**src/rtl/fcm_pkg.sv**
```systemverilog
// shared types and constants of the cluster chain manager
`default_nettype none

package fcm_pkg;

  localparam int unsigned ENTRY_W   = 11;
  localparam int unsigned CLUSTER_W = 10;
  localparam int unsigned COUNT_W   = 7;
  localparam int unsigned ACTION_W  = 3;
  localparam int unsigned STATUS_W  = 2;

  localparam logic [ENTRY_W-1:0] FREE_MARK = 11'd1024;
  localparam logic [ENTRY_W-1:0] END_MARK  = 11'd1025;
  localparam logic [ENTRY_W-1:0] BAD_MARK  = 11'd1026;
  localparam logic [ENTRY_W-1:0] MAX_LIMIT = 11'd1024;

  localparam logic [ACTION_W-1:0] ACT_LIST   = 3'd0;
  localparam logic [ACTION_W-1:0] ACT_RUN    = 3'd1;
  localparam logic [ACTION_W-1:0] ACT_TAIL   = 3'd2;
  localparam logic [ACTION_W-1:0] ACT_FREE   = 3'd3;
  localparam logic [ACTION_W-1:0] ACT_APPEND = 3'd4;
  localparam logic [ACTION_W-1:0] ACT_WRITE  = 3'd5;
  localparam logic [ACTION_W-1:0] ACT_READ   = 3'd6;

  localparam logic [STATUS_W-1:0] ST_OK      = 2'd0;
  localparam logic [STATUS_W-1:0] ST_NO_FREE = 2'd1;
  localparam logic [STATUS_W-1:0] ST_INVALID = 2'd2;
  localparam logic [STATUS_W-1:0] ST_BROKEN  = 2'd3;

  typedef enum logic [3:0] {
    S_CLEAR,
    S_IDLE,
    S_SCAN,
    S_WALK,
    S_FREE,
    S_LINK_END,
    S_READ,
    S_RESULT,
    S_EMIT_RD,
    S_EMIT_WR
  } fcm_state_t;

  typedef struct packed {
    logic [ACTION_W-1:0]  action;
    logic [COUNT_W-1:0]   count;
    logic [CLUSTER_W-1:0] head_cluster;
    logic [ENTRY_W-1:0]   entry_value;
  } fcm_req_t;

  typedef struct packed {
    logic [STATUS_W-1:0]  status;
    logic [CLUSTER_W-1:0] cluster;
    logic [ENTRY_W-1:0]   entry_read;
    logic                 last;
  } fcm_res_t;

endpackage

`default_nettype wire

```
**src/rtl/fcm_ctrl.sv**
```systemverilog
// request sequencer: table clearing, scans, chain walks and result ordering
`default_nettype none

module fcm_ctrl
  import fcm_pkg::*;
#(
  parameter int unsigned MEM_DEPTH   = 1024,
  parameter int unsigned MAX_REQUEST = 64,
  localparam int unsigned AW     = (MEM_DEPTH > 1) ? $clog2(MEM_DEPTH) : 1,
  localparam int unsigned BUF_AW = (MAX_REQUEST > 1) ? $clog2(MAX_REQUEST) : 1
) (
  input  wire logic                 clk,
  input  wire logic                 rst,
  input  wire logic [ENTRY_W-1:0]   clusters_in_use,
  input  wire logic                 in_valid,
  output logic                      in_ready,
  input  wire fcm_req_t             req,
  input  wire logic                 out_free,
  output logic                      push,
  output fcm_res_t                  res,
  output logic                      mem_we,
  output logic [AW-1:0]             mem_waddr,
  output logic [ENTRY_W-1:0]        mem_wdata,
  output logic [AW-1:0]             mem_raddr,
  input  wire logic [ENTRY_W-1:0]   mem_rdata,
  output logic                      buf_we,
  output logic [BUF_AW-1:0]         buf_waddr,
  output logic [CLUSTER_W-1:0]      buf_wdata,
  output logic [BUF_AW-1:0]         buf_raddr,
  input  wire logic [CLUSTER_W-1:0] buf_rdata
);

  localparam logic [ENTRY_W-1:0] DEPTH_LIM = ENTRY_W'(MEM_DEPTH);
  localparam logic [COUNT_W-1:0] MAX_CNT   = COUNT_W'(MAX_REQUEST);
  localparam logic [AW-1:0]      LAST_ADDR = AW'(MEM_DEPTH - 1);

  fcm_state_t state, state_next;
  logic [ACTION_W-1:0]  act, act_next;
  logic [COUNT_W-1:0]   cnt, cnt_next;
  logic [CLUSTER_W-1:0] cur, cur_next;
  logic [ENTRY_W-1:0]   idx, idx_next;
  logic                 chk_vld, chk_vld_next;
  logic [CLUSTER_W-1:0] chk_idx, chk_idx_next;
  logic [COUNT_W-1:0]   n, n_next;
  logic [ENTRY_W-1:0]   steps, steps_next;
  logic [CLUSTER_W-1:0] tail, tail_next;
  logic [CLUSTER_W-1:0] base, base_next;
  logic [COUNT_W-1:0]   k, k_next;
  logic [STATUS_W-1:0]  r_status, r_status_next;
  logic [CLUSTER_W-1:0] r_cluster, r_cluster_next;
  logic [ENTRY_W-1:0]   r_entry, r_entry_next;
  logic [AW-1:0]        clr, clr_next;
  logic [ENTRY_W-1:0]   lim;
  logic                 start_bad;
  logic                 count_bad;

  assign lim       = (clusters_in_use > DEPTH_LIM) ? DEPTH_LIM : clusters_in_use;
  assign start_bad = ({1'b0, req.head_cluster} >= lim);
  assign count_bad = (req.count == '0) || (req.count > MAX_CNT);

  always_ff @(posedge clk) begin
    if (rst) begin
      state <= S_CLEAR;
      clr   <= '0;
    end else begin
      state <= state_next;
      clr   <= clr_next;
    end
    act       <= act_next;
    cnt       <= cnt_next;
    cur       <= cur_next;
    idx       <= idx_next;
    chk_vld   <= chk_vld_next;
    chk_idx   <= chk_idx_next;
    n         <= n_next;
    steps     <= steps_next;
    tail      <= tail_next;
    base      <= base_next;
    k         <= k_next;
    r_status  <= r_status_next;
    r_cluster <= r_cluster_next;
    r_entry   <= r_entry_next;
  end

  always_comb begin
    state_next     = state;
    act_next       = act;
    cnt_next       = cnt;
    cur_next       = cur;
    idx_next       = idx;
    chk_vld_next   = chk_vld;
    chk_idx_next   = chk_idx;
    n_next         = n;
    steps_next     = steps;
    tail_next      = tail;
    base_next      = base;
    k_next         = k;
    r_status_next  = r_status;
    r_cluster_next = r_cluster;
    r_entry_next   = r_entry;
    clr_next       = clr;
    in_ready       = 1'b0;
    push           = 1'b0;
    res            = '{status: ST_OK, cluster: '0, entry_read: '0, last: 1'b1};
    mem_we         = 1'b0;
    mem_waddr      = '0;
    mem_wdata      = FREE_MARK;
    mem_raddr      = '0;
    buf_we         = 1'b0;
    buf_waddr      = n[BUF_AW-1:0];
    buf_wdata      = chk_idx;
    buf_raddr      = k[BUF_AW-1:0];

    unique case (state)
      S_CLEAR: begin
        mem_we    = 1'b1;
        mem_waddr = clr;
        clr_next  = clr + 1'b1;
        if (clr == LAST_ADDR) begin
          state_next = S_IDLE;
        end
      end

      S_IDLE: begin
        in_ready       = 1'b1;
        mem_raddr      = req.head_cluster[AW-1:0];
        if (in_valid) begin
          act_next       = req.action;
          cnt_next       = req.count;
          cur_next       = req.head_cluster;
          idx_next       = '0;
          chk_vld_next   = 1'b0;
          n_next         = '0;
          steps_next     = '0;
          k_next         = '0;
          r_status_next  = ST_INVALID;
          r_cluster_next = '0;
          r_entry_next   = '0;
          state_next     = S_RESULT;
          priority case (1'b1)
            (req.action == ACT_LIST) || (req.action == ACT_RUN): begin
              if (!count_bad) begin
                state_next = S_SCAN;
              end
            end
            (req.action == ACT_TAIL) || (req.action == ACT_APPEND): begin
              if (!start_bad) begin
                state_next = S_WALK;
              end
            end
            (req.action == ACT_FREE): begin
              if (!start_bad) begin
                state_next = S_FREE;
              end
            end
            (req.action == ACT_WRITE): begin
              if (!start_bad && req.entry_value <= BAD_MARK) begin
                mem_we         = 1'b1;
                mem_waddr      = req.head_cluster[AW-1:0];
                mem_wdata      = req.entry_value;
                r_status_next  = ST_OK;
                r_cluster_next = req.head_cluster;
              end
            end
            (req.action == ACT_READ): begin
              if (!start_bad) begin
                state_next = S_READ;
              end
            end
            default: begin
            end
          endcase
        end
      end

      S_SCAN: begin
        mem_raddr    = idx[AW-1:0];
        chk_vld_next = (idx < lim);
        chk_idx_next = idx[CLUSTER_W-1:0];
        if (idx < lim) begin
          idx_next = idx + 1'b1;
        end
        if (chk_vld) begin
          if (mem_rdata == FREE_MARK) begin
            n_next = n + 1'b1;
            if (act == ACT_APPEND) begin
              mem_we         = 1'b1;
              mem_waddr      = tail[AW-1:0];
              mem_wdata      = {1'b0, chk_idx};
              r_cluster_next = chk_idx;
              state_next     = S_LINK_END;
            end else begin
              if (act == ACT_LIST) begin
                buf_we = 1'b1;
              end
              if (n + 1'b1 == cnt) begin
                base_next  = CLUSTER_W'(chk_idx + 10'd1 - {3'b000, cnt});
                state_next = S_EMIT_RD;
              end
            end
          end else if (act == ACT_RUN) begin
            n_next = '0;
          end
        end else if (idx >= lim) begin
          r_status_next  = ST_NO_FREE;
          r_cluster_next = '0;
          state_next     = S_RESULT;
        end
      end

      S_WALK: begin
        mem_raddr = mem_rdata[AW-1:0];
        if (mem_rdata == END_MARK) begin
          tail_next = cur;
          if (act == ACT_TAIL) begin
            r_status_next  = ST_OK;
            r_cluster_next = cur;
            state_next     = S_RESULT;
          end else begin
            idx_next     = '0;
            chk_vld_next = 1'b0;
            state_next   = S_SCAN;
          end
        end else if (mem_rdata >= lim || steps == lim) begin
          r_status_next  = ST_BROKEN;
          r_cluster_next = '0;
          state_next     = S_RESULT;
        end else begin
          cur_next   = mem_rdata[CLUSTER_W-1:0];
          steps_next = steps + 1'b1;
        end
      end

      S_FREE: begin
        mem_raddr      = mem_rdata[AW-1:0];
        mem_we         = 1'b1;
        mem_waddr      = cur[AW-1:0];
        mem_wdata      = FREE_MARK;
        r_cluster_next = '0;
        if (mem_rdata == END_MARK || mem_rdata == FREE_MARK || mem_rdata == BAD_MARK) begin
          r_status_next = ST_OK;
          state_next    = S_RESULT;
        end else if (mem_rdata >= lim) begin
          r_status_next = ST_BROKEN;
          state_next    = S_RESULT;
        end else if (steps == lim) begin
          r_status_next = ST_OK;
          state_next    = S_RESULT;
        end else begin
          cur_next   = mem_rdata[CLUSTER_W-1:0];
          steps_next = steps + 1'b1;
        end
      end

      S_LINK_END: begin
        mem_we        = 1'b1;
        mem_waddr     = r_cluster[AW-1:0];
        mem_wdata     = END_MARK;
        r_status_next = ST_OK;
        state_next    = S_RESULT;
      end

      S_READ: begin
        r_status_next  = ST_OK;
        r_cluster_next = cur;
        r_entry_next   = mem_rdata;
        state_next     = S_RESULT;
      end

      S_RESULT: begin
        if (out_free) begin
          push       = 1'b1;
          res        = '{status: r_status, cluster: r_cluster, entry_read: r_entry, last: 1'b1};
          state_next = S_IDLE;
        end
      end

      S_EMIT_RD: begin
        state_next = S_EMIT_WR;
      end

      S_EMIT_WR: begin
        if (out_free) begin
          push        = 1'b1;
          res.status  = ST_OK;
          res.cluster = (act == ACT_LIST) ? buf_rdata
                                          : CLUSTER_W'(base + {3'b000, k});
          res.last    = (k + 1'b1 == cnt);
          k_next      = k + 1'b1;
          state_next  = res.last ? S_IDLE : S_EMIT_RD;
        end
      end

      default: begin
        state_next = S_IDLE;
      end
    endcase
  end

`ifndef SYNTHESIS
  a_push_free: assert property (@(posedge clk) disable iff (rst)
    push |-> out_free) else $error("result pushed into a full output stage");

  a_last_idle: assert property (@(posedge clk) disable iff (rst)
    (push && res.last) |=> (state == S_IDLE)) else $error("request not closed after final result");

  a_scan_count: assert property (@(posedge clk) disable iff (rst)
    (state == S_SCAN && act != ACT_APPEND) |-> (n < cnt)) else $error("scan overran count");

  a_walk_bound: assert property (@(posedge clk) disable iff (rst)
    (state == S_WALK || state == S_FREE) |-> (steps <= lim)) else $error("walk past bound");
`endif

endmodule

`default_nettype wire
```
**config.mk**
```make
export PLATFORM = sky130hd
export DESIGN_NAME = fcm_ctrl
export DESIGN_NICKNAME = d
export VERILOG_FILES = /design/src/rtl/fcm_pkg.sv /design/src/rtl/fcm_ctrl.sv
export SDC_FILE = /design/constraint.sdc
export NUM_CORES = 1
export LEC_CHECK = 0
export BUFFER_PORTS_ARGS = -buffer_cell sky130_fd_sc_hd__buf_2
export CORE_MARGIN = 2
export CORE_UTILIZATION = 30
export CTS_CLUSTER_SIZE = 10
export DETAILED_ROUTE_END_ITERATION = 7
export GPL_TIMING_DRIVEN = 0
export PLACE_DENSITY_LB_ADDON = 0.1
export SLEW_MARGIN = 20
export SYNTH_ARGS = -nofsm -noshare
export SYNTH_HDL_FRONTEND = slang
export SYNTH_SLANG_ARGS = --single-unit
```
**constraint.sdc**
```tcl
create_clock -name clk -period 11.8 [get_ports clk]
set_clock_uncertainty 0.15 [all_clocks]
set_input_delay 2.36 -clock clk [delete_from_list [all_inputs] [get_ports clk]]
set_output_delay 2.36 -clock clk [all_outputs]
set_load 0.02 [all_outputs]
```
==> qor.txt <==
Nets: 1178
Synth top area cells: edfxtp_1, ha_1, nand2_1
CP most frequent cell: buf_2
Critical path type: input port to primary output
Synth-to-layout area growth: 21.7%
Yosys top cell area share: 39.2%
Syn nets: 1007
Fmax: 113 MHz
Status: completed
Layout cells sized above 1: 20.4%
Detailed-route via count: 7304
Finish-stage setup viols: 0
Post-route minimum period: 8.84 ns
Die area: 29400 um2
Vias per cell: 5.07
Sequential share of the synthesized area: 42.5%
IO Count: 148
Min-delay src: cur[9]
Setup WS pre-CTS: 2.92 ns
WP buf/inv: 6
Setup TNS: 0 ns
Largest net degree at the start of global routing: 20
Max Cap Viol: 0
Total Power: 1630 uW
RSZ-0062 raised after global routing: false
Dpl hpwl: 22900 um
Leakage: 0.00434 uW
Peak supply drop: 0.000110 V
Vias in the first global route: 7049
Crit end category: primary output
Ys async rst share: 0%
CTS Root Cell: clkbuf_16
CTS H-tree lvls: 4
Warnings from Yosys: 0
Hold Path End: tail[9]
Syn Area/Cell: 9.58 um2
WP data arrival: 6.33 ns
Final worst setup slack: 2.96 ns
Delay-heaviest family, CP: simple AND/OR/NAND/NOR gates
Dominant cell type by area after synthesis: edfxtp_1
Synthesis-stage register bit count: 124
Reg-to-Reg Start: n[0]
Reg2Reg Setup Slack: 8.55 ns
Ant. Diodes: 0
Worst r2r dst: state[2]
Crit-path cells: buf_2, buf_2, inv_1, clkbuf_1, nand2_1, ha_1, a2111oi_0, a2111oi_0, nor3_1, nand2_1, nor2_1, buf_2, a221o_1, buf_2
Final hold vios: 0
Slew HR: 26.7%
Setup bufs post-CTS: 0
Main synth FF type: edfxtp_1
Post-DRT Antenna Nets: 0
Initial DRC count: 584
Crit Path Max Fanout: 11
Routed wire length: 28900 um
Starting Density: 30.4%
Gpl congestion: 0.898
Mapped Cells: 879
Post_cts resized: 0
WL/cell: 20.0 um
Dpl cell area: 9670 um2
Final core occ: 37.0%
Die X: 172 um
Clk buf depth: 2
First-pass GRT wire length: 42900 um
Inserted Clock Buffers: 17
Max stage delay on crit path: 0.57 ns
Most frequent cells in the layout: buf_2, nand2_1, edfxtp_1
Pwr/cell area: 159 nW/um2
Cell area after synthesis: 8420 um2
# hold bufs at CTS: 0
Global route overflow: 0
Drt drc: 0
Final Cycle Share: 74.9%
Die Span Y: 172 um
Clock slew at reported path FFs: 0.06 ns
Post-synth EDFFs: 110
Sink Count: 124
Insertion delay to the later sink of the worst-skew pair: 0.43 ns
Cell area after layout: 10300 um2
Final Max Slew Viols: 0
Initial antenna violation count: 0
Worst slew pin tran: 1.09 ns
1st-pass router iterations: 5
Rows: 61
Commonest non-fill, non-tap cell in the layout: buf_2
Cells on worst reg2reg path: 9
CTS tree: yes
Slowest CP cell: nor3_1
Critical Path Start Type: input port
Critical Path RT: 9.29 ns
Hold Path Depth: 0
Total GRT Usage: 19.7%
Largest registers: idx (11), r_entry (11), steps (11)
Count of input and output buffers: 147
FILL cells: 2851
Area of the core: 27700 um2
Worst min-delay path class: flop to flop
Synth unique cells: 70
[worst register-to-register path, delay by kind of cell (launching register included)]
family	cells	cell delay, ns
compound gates	3	1.22
fa+ha+maj	1	0.27
simple gates	3	0.67
flops	1	0.49
buf+inv	1	0.13
xor+xnor	1	0.21
[layout make-up]
class | instances | area, um2 | area share (%)
timing repair buffer | 152 | 777 | 7.58
sequential | 124 | 3580 | 35.0
tap | 378 | 473 | 4.61
clock inverter | 15 | 141 | 1.38
clock buffer | 17 | 425 | 4.15
multi-input combinational | 668 | 4460 | 43.5
buffer | 47 | 239 | 2.33
inverter | 40 | 150 | 1.46
[stage by stage]
| step | std cells | hold slack, ns |
|---|---|---|
| CTS | 1440 | 0.341 |
| global placement | 1404 | 0.325 |
| finish | 1441 | 0.341 |
| detailed placement | 1408 | 0.326 |
| global route | 1441 | 0.357 |
| floorplan | 879 | 0.300 |
[how the worst max path moves through the flow]
stage | start | end | slack (ns) | cells past startpoint
finish | clusters_in_use[10] | mem_waddr[0] | 2.96 | 14
global route | clusters_in_use[10] | mem_waddr[8] | 2.71 | 14
CTS | clusters_in_use[10] | mem_waddr[0] | 2.92 | 14
detailed placement | clusters_in_use[10] | mem_waddr[0] | 2.92 | 14
global placement | clusters_in_use[10] | mem_waddr[0] | 2.87 | 14
floorplan | clusters_in_use[10] | mem_waddr[0] | 4.38 | 12
[power breakdown]
group          switching [uW]  internal [uW]
Clock                     219            293
Combinational             327            177
Sequential               58.1            561
Total                     604           1030
[logic make-up after synthesis]
family / share of synthesized area (%)
AO/OA/AOI/OAI: 15.6
adder cells (fa/ha/maj): 9.24
AND/OR/NAND/NOR: 19.9
XOR/XNOR: 7.52
buffers and inverters: 4.62
multiplexers: 0.594
flip-flops: 42.5
[synthesized netlist by cell type, types with 3 or more instances]
cell	number
nor4_1	9
mux2i_1	5
ha_1	59
a32oi_1	6
o32ai_1	3
o21ai_0	39
nand2_1	117
o31a_1	4
dfxtp_1	14
and4_1	3
buf_4	13
o31ai_1	3
xor2_1	32
a31oi_1	4
nor2b_1	7
nor3_1	14
a22o_1	9
a22oi_1	21
nor2_1	88
clkbuf_1	27
edfxtp_1	110
a221o_1	21
nand3_1	23
a21o_1	10
buf_2	4
a21boi_0	3
inv_1	39
a21oi_1	28
o21bai_1	3
and3_1	19
or3_1	8
and2_1	27
a211oi_1	3
or2_2	3
nand2b_1	14
xnor2_1	35
nand4_1	8
[routing by layer]
layer	global-route usage (%)	vias to the layer above	part of all wire, %
li1	-	3546	-
met1	27.6	3524	48
met2	32.0	207	47
met3	2.85	27	4.2
met4	4.90	0	1.4
met5	0	-	0
Power figures use the tool's default switching activity.
